[config.mk]
export PLATFORM = sky130hd
export DESIGN_NAME = fitness_tournament_selector
export DESIGN_NICKNAME = d
export VERILOG_FILES = /design/src/rtl/core/fts_pkg.sv /design/src/rtl/core/fts_ram.sv /design/src/rtl/core/fitness_tournament_selector.sv
export SDC_FILE = /design/constraint.sdc
export NUM_CORES = 2
export LEC_CHECK = 0
export BUFFER_PORTS_ARGS = -buffer_cell sky130_fd_sc_hd__buf_4
export CELL_PAD_IN_SITES_DETAIL_PLACEMENT = 1
export CELL_PAD_IN_SITES_GLOBAL_PLACEMENT = 1
export CORE_MARGIN = 2
export CORE_UTILIZATION = 55
export CTS_CLUSTER_DIAMETER = 60
export DETAILED_ROUTE_END_ITERATION = 10
export PLACE_DENSITY_LB_ADDON = 0.08
export SLEW_MARGIN = 40
export SYNTH_ARGS = -nofsm -noshare
export SYNTH_HDL_FRONTEND = slang
export SYNTH_SLANG_ARGS = --single-unit
[constraint.sdc]
create_clock -name clk -period 18.52 [get_ports clk]
set_clock_uncertainty 0.05 [all_clocks]
set_input_delay 1.852 -clock clk [delete_from_list [all_inputs] [get_ports clk]]
set_output_delay 1.852 -clock clk [all_outputs]
set_load 0.02 [all_outputs]
[src/rtl/core/fts_pkg.sv]
// Shared types and constants for the fitness tournament selector.
// Depends on nothing; imported by the core and the checker.
`timescale 1ns / 1ps
`default_nettype none

package fts_pkg;

    // Fixed widths of the external fields
    localparam int CFG_W      = 7;
    localparam int IN_IDX_W   = 6;
    localparam int FIT_IN_W   = 24;
    localparam int DRAW_W     = 16;

    // Tournament and fixed-point constants
    localparam int TOURNAMENT_SIZE = 3;
    localparam int FIXED_ONE       = 256;
    localparam int CFG_RESET       = 64;

    // Item kinds
    localparam logic KIND_LOAD   = 1'b0;
    localparam logic KIND_SELECT = 1'b1;

    // Sequencer states, one-hot
    typedef enum logic [4:0] {
        S_IDLE  = 5'b00001,
        S_SUM   = 5'b00010,
        S_SPAN  = 5'b00100,
        S_SCALE = 5'b01000,
        S_WALK  = 5'b10000
    } fts_state_t;

endpackage

`default_nettype wire

[src/rtl/core/fts_ram.sv]
// Generic single-write, single-read RAM with registered read data.
// Depends on nothing.
`timescale 1ns / 1ps
`default_nettype none

module fts_ram #(
    parameter int WIDTH = 24,
    parameter int DEPTH = 64
) (
    input  wire                             clk,
    input  wire                             we,
    input  wire  [$clog2(DEPTH)-1:0]        waddr,
    input  wire  [WIDTH-1:0]                wdata,
    input  wire  [$clog2(DEPTH)-1:0]        raddr,
    output logic [WIDTH-1:0]                rdata
);

    logic [WIDTH-1:0] mem [DEPTH];

    // Write port
    always_ff @(posedge clk)
    begin
        if (we)
        begin
            mem[waddr] <= wdata;
        end
    end

    // Registered read port
    always_ff @(posedge clk)
    begin
        rdata <= mem[raddr];
    end

endmodule

`default_nettype wire

[src/rtl/core/fitness_tournament_selector.sv]
// Fitness tournament selector: fitness table in RAM, roulette walks, three-way tournament.
// Depends on fts_pkg and fts_ram.
// Load: taken in idle, no result; busy stays low.
// Select: with n entries in use, the single RAM read port bounds the work: one pass
// for the total (the only pass for a zero total), then one walk per draw that stops at
// the chosen entry. One item at a time.
// The result strobe lasts one cycle and the next item may be taken in that cycle.
// Reset clears the sequencer and sets entries_in_use to 64; table contents are undefined.
`timescale 1ns / 1ps
`default_nettype none

module fitness_tournament_selector #(
    parameter int MAX_ENTRIES  = 64,
    parameter int FITNESS_BITS = 24
) (
    input  wire                              clk,
    input  wire                              rst_n,
    // command channel
    input  wire                              start,
    output logic                             busy,
    input  wire                              kind,
    input  wire  [fts_pkg::IN_IDX_W-1:0]     entry_index,
    input  wire  [fts_pkg::FIT_IN_W-1:0]     fitness_value,
    input  wire  [fts_pkg::DRAW_W-1:0]       draw_first,
    input  wire  [fts_pkg::DRAW_W-1:0]       draw_second,
    input  wire  [fts_pkg::DRAW_W-1:0]       draw_third,
    // configuration
    input  wire                              cfg_write_en,
    input  wire  [fts_pkg::CFG_W-1:0]        cfg_write_data,
    // result channel
    output logic                             result_valid,
    output logic [fts_pkg::IN_IDX_W-1:0]     winner_index,
    output logic [fts_pkg::FIT_IN_W-1:0]     winner_fitness,
    output logic                             total_was_zero
);

    import fts_pkg::*;

    localparam int ADDR_W = $clog2(MAX_ENTRIES);
    localparam int TOT_W  = FITNESS_BITS + ADDR_W;
    localparam int PROD_W = DRAW_W + TOT_W;
    localparam int K_W    = $clog2(TOURNAMENT_SIZE);

    // Control registers
    fts_state_t             state_reg, state_next;
    logic [CFG_W-1:0]       entries_reg;
    logic [ADDR_W-1:0]      last_idx_reg, last_idx_next;
    logic [ADDR_W-1:0]      addr_reg, addr_next;
    logic                   issue_reg, issue_next;
    logic                   rd_vld_reg, rd_vld_next;
    logic [ADDR_W-1:0]      rd_idx_reg, rd_idx_next;
    logic [K_W-1:0]         k_reg, k_next;
    logic                   result_valid_reg, result_valid_next;

    // Datapath registers
    logic [DRAW_W-1:0]       draw_reg [TOURNAMENT_SIZE];
    logic [TOT_W-1:0]        total_reg, total_next;
    logic [TOT_W-1:0]        span_reg, span_next;
    logic [TOT_W-1:0]        target_reg, target_next;
    logic [TOT_W-1:0]        run_reg, run_next;
    logic [FITNESS_BITS-1:0] fit0_reg, fit0_next;
    logic [ADDR_W-1:0]       best_idx_reg, best_idx_next;
    logic [FITNESS_BITS-1:0] best_fit_reg, best_fit_next;
    logic [ADDR_W-1:0]       win_idx_reg, win_idx_next;
    logic [FITNESS_BITS-1:0] win_fit_reg, win_fit_next;
    logic                    zero_reg, zero_next;

    // Memory port signals
    logic                    ram_we;
    logic [ADDR_W-1:0]       ram_waddr;
    logic [FITNESS_BITS-1:0] ram_wdata;
    logic [FITNESS_BITS-1:0] ram_rdata;

    // Helper values
    logic                    accept;
    logic [31:0]             load_idx32;
    logic [31:0]             load_fit32;
    logic [31:0]             entries32;
    logic [ADDR_W-1:0]       last_idx_calc;
    logic [TOT_W-1:0]        sum_val;
    logic [PROD_W-1:0]       product;
    logic                    hit;
    logic                    at_last;
    logic [ADDR_W-1:0]       pick_idx;
    logic [FITNESS_BITS-1:0] pick_fit;
    logic                    replace;
    logic [31:0]             win_idx32;
    logic [31:0]             win_fit32;

    assign busy   = (state_reg != S_IDLE);
    assign accept = start && !busy;

    // Load path: write in the transfer cycle, drop indexes beyond the table
    assign load_idx32 = 32'(entry_index);
    assign load_fit32 = 32'(fitness_value);
    assign ram_we     = accept && (kind == KIND_LOAD) && (load_idx32 < MAX_ENTRIES);
    assign ram_waddr  = load_idx32[ADDR_W-1:0];
    assign ram_wdata  = load_fit32[FITNESS_BITS-1:0];

    // Clamp the entry count to 1..MAX_ENTRIES and keep the last index
    assign entries32 = 32'(entries_reg);
    always_comb
    begin
        if (entries32 >= MAX_ENTRIES)
        begin
            last_idx_calc = ADDR_W'(MAX_ENTRIES - 1);
        end
        else if (entries32 == 32'd0)
        begin
            last_idx_calc = '0;
        end
        else
        begin
            last_idx_calc = ADDR_W'(entries32 - 32'd1);
        end
    end

    fts_ram #(
        .WIDTH (FITNESS_BITS),
        .DEPTH (MAX_ENTRIES)
    ) u_table (
        .clk   (clk),
        .we    (ram_we),
        .waddr (ram_waddr),
        .wdata (ram_wdata),
        .raddr (addr_reg),
        .rdata (ram_rdata)
    );

    // Shared arithmetic: running sum, scaled target, walk decision
    assign sum_val  = (state_reg == S_SUM ? total_reg : run_reg) + TOT_W'(ram_rdata);
    assign product  = PROD_W'(draw_reg[k_reg]) * PROD_W'(span_reg);
    assign hit      = (sum_val >= target_reg);
    assign at_last  = (rd_idx_reg == last_idx_reg);
    assign pick_idx = hit ? rd_idx_reg : '0;
    assign pick_fit = hit ? ram_rdata : fit0_reg;
    assign replace  = (k_reg == '0) || (pick_fit > best_fit_reg);

    // Sequencer
    always_comb
    begin
        state_next        = state_reg;
        last_idx_next     = last_idx_reg;
        addr_next         = addr_reg;
        issue_next        = issue_reg;
        rd_vld_next       = 1'b0;
        rd_idx_next       = addr_reg;
        k_next            = k_reg;
        result_valid_next = 1'b0;
        total_next        = total_reg;
        span_next         = span_reg;
        target_next       = target_reg;
        run_next          = run_reg;
        fit0_next         = fit0_reg;
        best_idx_next     = best_idx_reg;
        best_fit_next     = best_fit_reg;
        win_idx_next      = win_idx_reg;
        win_fit_next      = win_fit_reg;
        zero_next         = zero_reg;

        // Advance the read address while a pass is issuing
        if ((state_reg inside {S_SUM, S_WALK}) && issue_reg)
        begin
            rd_vld_next = 1'b1;
            addr_next   = addr_reg + ADDR_W'(1);
            if (addr_reg == last_idx_reg)
            begin
                issue_next = 1'b0;
            end
        end

        case (state_reg)
            S_IDLE:
            begin
                if (accept && (kind == KIND_SELECT))
                begin
                    state_next    = S_SUM;
                    last_idx_next = last_idx_calc;
                    addr_next     = '0;
                    issue_next    = 1'b1;
                    total_next    = '0;
                    k_next        = '0;
                end
            end

            S_SUM:
            begin
                if (rd_vld_reg)
                begin
                    total_next = sum_val;
                    if (rd_idx_reg == '0)
                    begin
                        fit0_next = ram_rdata;
                    end
                    if (at_last)
                    begin
                        rd_vld_next = 1'b0;
                        issue_next  = 1'b0;
                        if (sum_val == '0)
                        begin
                            // Zero total forces entry 0
                            state_next        = S_IDLE;
                            result_valid_next = 1'b1;
                            win_idx_next      = '0;
                            win_fit_next      = (rd_idx_reg == '0) ? ram_rdata : fit0_reg;
                            zero_next         = 1'b1;
                        end
                        else
                        begin
                            state_next = S_SPAN;
                        end
                    end
                end
            end

            S_SPAN:
            begin
                // Span is total minus one, clamped at zero
                if (total_reg > TOT_W'(FIXED_ONE))
                begin
                    span_next = total_reg - TOT_W'(FIXED_ONE);
                end
                else
                begin
                    span_next = '0;
                end
                state_next = S_SCALE;
            end

            S_SCALE:
            begin
                target_next = product[DRAW_W +: TOT_W];
                run_next    = '0;
                addr_next   = '0;
                issue_next  = 1'b1;
                state_next  = S_WALK;
            end

            S_WALK:
            begin
                if (rd_vld_reg)
                begin
                    run_next = sum_val;
                    if (hit || at_last)
                    begin
                        rd_vld_next = 1'b0;
                        issue_next  = 1'b0;
                        if (replace)
                        begin
                            best_idx_next = pick_idx;
                            best_fit_next = pick_fit;
                        end
                        if (k_reg == K_W'(TOURNAMENT_SIZE - 1))
                        begin
                            state_next        = S_IDLE;
                            result_valid_next = 1'b1;
                            win_idx_next      = replace ? pick_idx : best_idx_reg;
                            win_fit_next      = replace ? pick_fit : best_fit_reg;
                            zero_next         = 1'b0;
                        end
                        else
                        begin
                            k_next     = k_reg + K_W'(1);
                            state_next = S_SCALE;
                        end
                    end
                end
            end

            default:
            begin
                state_next = S_IDLE;
            end
        endcase
    end

    // Control state
    always_ff @(posedge clk or negedge rst_n)
    begin
        if (!rst_n)
        begin
            state_reg        <= S_IDLE;
            entries_reg      <= CFG_W'(CFG_RESET);
            last_idx_reg     <= '0;
            addr_reg         <= '0;
            issue_reg        <= 1'b0;
            rd_vld_reg       <= 1'b0;
            rd_idx_reg       <= '0;
            k_reg            <= '0;
            result_valid_reg <= 1'b0;
        end
        else
        begin
            state_reg        <= state_next;
            last_idx_reg     <= last_idx_next;
            addr_reg         <= addr_next;
            issue_reg        <= issue_next;
            rd_vld_reg       <= rd_vld_next;
            rd_idx_reg       <= rd_idx_next;
            k_reg            <= k_next;
            result_valid_reg <= result_valid_next;
            if (cfg_write_en)
            begin
                entries_reg <= cfg_write_data;
            end
        end
    end

    // Payload: hold the draws of the item taken and the datapath values
    always_ff @(posedge clk)
    begin
        if (accept && (kind == KIND_SELECT))
        begin
            draw_reg[0] <= draw_first;
            draw_reg[1] <= draw_second;
            draw_reg[2] <= draw_third;
        end
        total_reg    <= total_next;
        span_reg     <= span_next;
        target_reg   <= target_next;
        run_reg      <= run_next;
        fit0_reg     <= fit0_next;
        best_idx_reg <= best_idx_next;
        best_fit_reg <= best_fit_next;
        win_idx_reg  <= win_idx_next;
        win_fit_reg  <= win_fit_next;
        zero_reg     <= zero_next;
    end

    // Result ports
    assign win_idx32      = 32'(win_idx_reg);
    assign win_fit32      = 32'(win_fit_reg);
    assign result_valid   = result_valid_reg;
    assign winner_index   = win_idx32[IN_IDX_W-1:0];
    assign winner_fitness = win_fit32[FIT_IN_W-1:0];
    assign total_was_zero = zero_reg;

endmodule

`default_nettype wire

* Word-level counts from Yosys, hierarchy flattened
Memories as Yosys holds them, arrays and structs flattened. A register that Yosys moved wholly into a read port is not among the register bits. Index checks and enable logic that the tools add are counted.
Cells by class: add/sub/neg operators 5, $mul 1, order comparisons 5, eq/ne operators 17, muxes and demuxes 74, bitwise logic cells 1, reductions and logical operators 24
Operator list (number):
- $mux 24 | 9
- $pmux 30 s2 | 2
- $mux 30 | 3
- $mux 6 | 12
- $pmux 24 s2 | 1
- $mul 16x30->46 | 1
- $logic_not 32->1 | 1
- $add 30x24->30 | 1
- $ge 30x30->1 | 1
- $gt 30x9->1 const B | 1
- $logic_not 30->1 | 1
- $sub 30x9->30 const B | 1
- $mux 1 | 28
- $mux 5 | 5
- $pmux 5 s5 | 1
- $gt 24x24->1 | 1
- $pmux 6 s2 | 2
- $eq 6x6->1 | 2
- $ne 2x2->1 const B | 5
- $reduce_and 5->1 | 2
- $mux 2 | 4
- $reduce_bool 2->1 | 4
- $ge 7x7->1 const B | 1
- $lt 6x7->1 const B | 1
- other kinds (25) | 37
Storage, ports and cells: flip-flop bits (word level) 240, memory bits (writable) 1584, bits of input ports 90, output and inout port bits 33, logic and storage cells 148, memories kept 2
Memories:
- u_table.mem | words 64, width 24, read ports 1, clocked after Yosys merged registers in 1, wr ports 1, line fts_ram.sv:18 | logic [WIDTH-1:0] mem [DEPTH];
- draw_reg | words 3, width 16, read ports 1, clocked after Yosys merged registers in 0, wr ports 3, line fitness_tournament_selector.sv:56 | logic [DRAW_W-1:0] draw_reg [TOURNAMENT_SIZE];

* Logic depth before layout (Yosys ltp)
word-level depth 12, mapped depth 39, depth with buffers taken out 33

* Hierarchy
A second synthesis with hierarchy kept.
Unflattened totals: cell total of the unflattened synthesis 5572, area total of the unflattened synthesis 88954.1 µm²
Modules (own cells, without submodules):
- fts_ram | times used 1, cells an instance 2610, area an instance 59295.6 µm², seq. area each 46604.7 µm²
- fitness_tournament_selector | times used 1, cells an instance 2962, area an instance 29658.4 µm², seq. area each 8475.6 µm²

* Least setup slack after synthesis
OpenSTA, ideal clock, no wires.
kind register -> register, start point register state_reg[0], end point register win_fit_reg[10], in the netlist winner_fitness[10], data pin, library setup time 260 ps, arrival 7533 ps, required time 18210 ps, path slack 10677 ps, cell stages (with the launch flop) 38, path buffers 5, clock period less this slack 7843 ps, cell sequence dfstp_2 > nor2_1 > nand3_1 > clkbuf_1 > clkbuf_1 > nand2_1 > nand2_1 > ha_1 > inv_1 > fa_1 > nand2b_1 > a21oi_1 > o21ai_0 > o21ai_1 > a211o_1 > xor2_1 > inv_1 > ha_1 > (+2 left out) > o21ai_0 > a21o_1 > a221oi_4 > buf_4 > mux2_2 > ha_1 > a21o_1 > a21o_1 > a21oi_1 > o21ai_1 > a21o_1 > a21oi_1 > o32ai_1 > o22a_1 > clkbuf_1 > buf_2 > mux2_1 > mux2_2
Between the ends: word-level cells in the longest chain between the ends 12, elaborated cells on any way between the ends 13, those cells by class add/sub (1); order compare (2); eq/ne (2); mux (7); reduce/logical (1)
RTL lines:
- start, declared | line fitness_tournament_selector.sv:45 | fts_state_t state_reg, state_next;
- start signal, assigned | line fitness_tournament_selector.sv:294 | state_reg <= state_next;
- $eq 5x2->1 (*) | line fitness_tournament_selector.sv:131 | assign sum_val = (state_reg == S_SUM ? total_reg : run_reg) + TOT_W'(ram_rdata);
- $mux 30 (*) | line fitness_tournament_selector.sv:131
- $add 30x24->30 (*) | line fitness_tournament_selector.sv:131
- net sum_val[24] | line fitness_tournament_selector.sv:80 | logic [TOT_W-1:0] sum_val;
- $ge 30x30->1 (*) | line fitness_tournament_selector.sv:133 | assign hit = (sum_val >= target_reg);
- $mux 24 (*) | line fitness_tournament_selector.sv:136 | assign pick_fit = hit ? ram_rdata : fit0_reg;
- $gt 24x24->1 | line fitness_tournament_selector.sv:137 | assign replace = (k_reg == '0) || (pick_fit > best_fit_reg);
- $logic_or 1x1->1 | line fitness_tournament_selector.sv:137
- $mux 24 (*)
- $mux 24 (*) | line fitness_tournament_selector.sv:253 | if (k_reg == K_W'(TOURNAMENT_SIZE - 1))
- $mux 24 (*) | line fitness_tournament_selector.sv:244 | if (hit || at_last)
- $mux 24 (*) | line fitness_tournament_selector.sv:241 | if (rd_vld_reg)
- $pmux 24 s2 (*) | line fitness_tournament_selector.sv:172 | case (state_reg)
- net win_fit_next[10] | line fitness_tournament_selector.sv:65 | logic [FITNESS_BITS-1:0] win_fit_reg, win_fit_next;
- end signal, assigned | line fitness_tournament_selector.sv:326 | win_fit_reg <= win_fit_next;
- end, declared | line fitness_tournament_selector.sv:65
The timed path passes the listed nets; every way through them passes the cells marked *. The select of a mux whose other input is x is not followed. A chain may end at the register's enable or synchronous reset.

* Worst setup path in the final report
start point register state_reg[4], end point register win_fit_reg[20], in the netlist winner_fitness[20], data pin
Same word-level chain as after synthesis.

==> metrics <==
Clock Path Buffers=3; hold buffers post-CTS=0; Post-synth EDFFs=between 1.5k and 2k; WL/cell=about 31 um; drt initial violations=a little over 5k; vias in the first global route=between 50k and 60k; Initial Util=0.556; Root Driver=clkbuf_16; die span in y=slightly above 400 um; final setup vio count=0; RSZ-0062 raised after global routing=false; antenna violations before repair=18; number of gates resized after cts=0; post-route ant nets=0; status=finished clean; Tmin final=just over 9 ns; cell mode on critical path=a21o_1; total power=around 16,000 uW; internal reg-to-reg setup slack=roughly 9.2 ns; clock transition at the registers of the reported paths=0.06 ns; CTS tree=built; worst vdd ir=0.310 mV; CTS Buf Count=189; maxcap violations=0; Syn Inst Count=5,948; Fillers=roughly 15k; HP Class=register to register; Avg Synthesized Cell Area=15.0 um2; DP HPWL=158,000 um; top cells by area, synth=edfxtp_1 (60%), fa_1 (8.7%), mux4_2 (5.4%); Layout Nets=between 6k and 7k; GR Overflow Total=0; Net Count, Synth=6,629; Power Dens Cells=158 nW/um2; FF/Latch Area=55,100 um2; Yosys top cell by area=edfxtp_1; element type at the critical path start=register; vias per cell=approximately 6.3; required time of the critical path=about 19 ns; GPL Wtd Cong=between 0.8 and 0.9; Final Hold Vio Count=0; core area=about 160,000 um2; max reg flops=about 1.5k; design area=100,000 um2; Top FF cell, synth=edfxtp_1; Routed WL=258,000 um; row cnt=approximately 150; Slew headroom=0.392; total clock sinks=1,848; Die ar.=~170,000 um2; Synth cell types=86; hold_ws=0.517 ns; Static Leak=0.0348 uW; post-CTS setup buffers=0; Max FO, Critical Path=35; Die Wd=just over 400 um; Yosys top cell area share=0.601; slew at the pin with the worst max-slew slack=0.908 ns; delay of the slowest critical-path stage=around 0.56 ns; Final period util=0.504; Final Max Tran Viols=0; First-pass DRT Iterations=6; number of buffers added on ports=approximately 120; CTS H-tree lvls=4; path type of the worst setup path=register to register; via count=between 50k and 60k; Syn-to-layout area delta=12.0%; share of cells above drive strength 1=0.178; setup_tns=0 ns; yosys warns=0; first-pass GRT wire length=382,000 um; gr usage total=0.314; largest net degree at the start of global routing=between 100 and 150; placed cell area=~94,000 um2; Synth Register Bits=about 1.8k; I/O pin cnt=123; drt drc=0; Crit-path slowest cell=o22a_1; clk_lat worst skew=a little over 0.8 ns; register area share after synthesis=0.616; cell area after synthesis=about 90,000 um2; multi-input logic area=between 30,000 and 40,000 um2; Setup crit end kind=register; Peak Freq=107 MHz; Synth async-reset ratio=0.0189; Worst EP arrival=9.83 ns
per-layer routing:
metal	wire length [um]	up-vias	GRT usage
li1	-	22300	-
met1	101000	28000	0.408
met2	130000	2014	0.535
met3	16800	508	0.0488
met4	10500	10	0.121
met5	57	-	0
final cells by class:
class,instances,share of cell area
inverters,467,0.0175
clock inverters,113,0.0112
repair buffers,288,0.0265
multi-input cells,3332,0.318
clock buffers,230,0.0495
diodes,8,0.000200
flip-flops and latches,1848,0.550
well taps,2160,0.0270
where the power goes:
part / internal, uW / leakage (uW) / total [uW] / switching, uW
combinational: 2830 / 0.0152 / 6990 / 4160
clock: 2120 / 0.00298 / 3770 / 1640
sequential: 4920 / 0.0167 / 5020 / 97.2
cell usage after synthesis, types with 12 or more instances:
library cell / instances
edfxtp_1: 1789
buf_1: 55
nand2_1: 590
and3_1: 13
and2_1: 78
dfrtp_1: 33
nor2_1: 203
fa_1: 390
nor4_1: 12
nor3_1: 26
nor2b_1: 106
o21ai_0: 161
inv_1: 466
o22ai_1: 101
nand3_1: 34
o221ai_1: 98
xor2_1: 40
clkbuf_1: 207
xnor2_1: 46
mux2_1: 19
a21oi_1: 277
nand2b_1: 21
mux2_2: 183
mux2i_1: 314
ha_1: 201
a21o_1: 36
nand4_1: 26
dfxtp_1: 24
mux4_2: 216
buf_2: 32
cells in the final DEF, fill, tap and decap left out, types with 13 or more instances in the layout:
cell	n
a21o_1	36
a21oi_1	251
a21oi_2	29
and2_1	76
and3_1	13
buf_4	232
buf_6	28
bufinv_16	15
clkbuf_1	37
clkbuf_16	192
clkinv_1	35
clkinv_2	41
dfrtp_1	27
dfxtp_1	24
edfxtp_1	1789
fa_1	390
ha_1	201
inv_1	464
mux2_1	19
mux2_2	183
mux2i_1	314
mux4_2	216
nand2_1	588
nand2b_1	20
nand3_1	32
nand4_1	26
nor2_1	139
nor2_2	56
nor2b_1	106
nor3_1	26
o21ai_0	150
o21ai_2	14
o221ai_1	98
o22ai_1	101
xnor2_1	46
xor2_1	40
worst max-delay path: cells and delay by family, from the launching register on:
kind | cells | cell delay, ns
mux | 3 | 1.09
simple gates | 5 | 0.79
fa+ha+maj | 4 | 1.20
buf+inv | 5 | 1.47
flops | 1 | 0.42
xor+xnor | 1 | 0.31
compound gates | 17 | 3.65
path summary, 6_finish.rpt:
path / depth (start not counted) / end / startpoint
setup reg to reg: 35 / winner_fitness[20]$_DFFE_PP_ / state_reg[4]$_DFFE_PN0P_
min in group asynchronous: 1 / entries_reg[3]$_DFFE_PN0P_ / rst_n
hold / removal: 1 / entries_reg[5]$_DFFE_PN0P_ / entries_reg[5]$_DFFE_PN0P_
setup / recovery: 35 / winner_fitness[20]$_DFFE_PP_ / state_reg[4]$_DFFE_PN0P_
hold reg to reg: 1 / entries_reg[5]$_DFFE_PN0P_ / entries_reg[5]$_DFFE_PN0P_
max in group asynchronous: 1 / k_reg[1]$_DFFE_PN0P_ / rst_n
stage by stage:
| step | cells | worst slack (ns) | utilization |
|---|---|---|---|
| after floorplan | 5948 | 10.68 | - |
| after global placement | 8049 | 9.34 | 0.579 |
| after detailed placement | 8090 | 9.27 | 0.584 |
| after CTS | 8433 | 9.23 | 0.621 |
| after global routing | 8438 | 8.41 | 0.622 |
| final | 8446 | 9.19 | 0.622 |
kinds of logic (layout without fill, tap and decap cells):
| group | after synthesis | after routing | synth area share |
|---|---|---|---|
| adder cells (fa/ha/maj) | 591 | 591 | 0.115 |
| XOR/XNOR | 88 | 88 | 0.00879 |
| AND/OR/NAND/NOR | 1153 | 1153 | 0.0583 |
| AO/OA/AOI/OAI | 768 | 768 | 0.0536 |
| flip-flops | 1848 | 1848 | 0.616 |
| buffers and inverters | 768 | 1098 | 0.0330 |
| multiplexers | 732 | 732 | 0.115 |
| other | 0 | 8 | 0 |
Power figures use the tool's default switching activity.
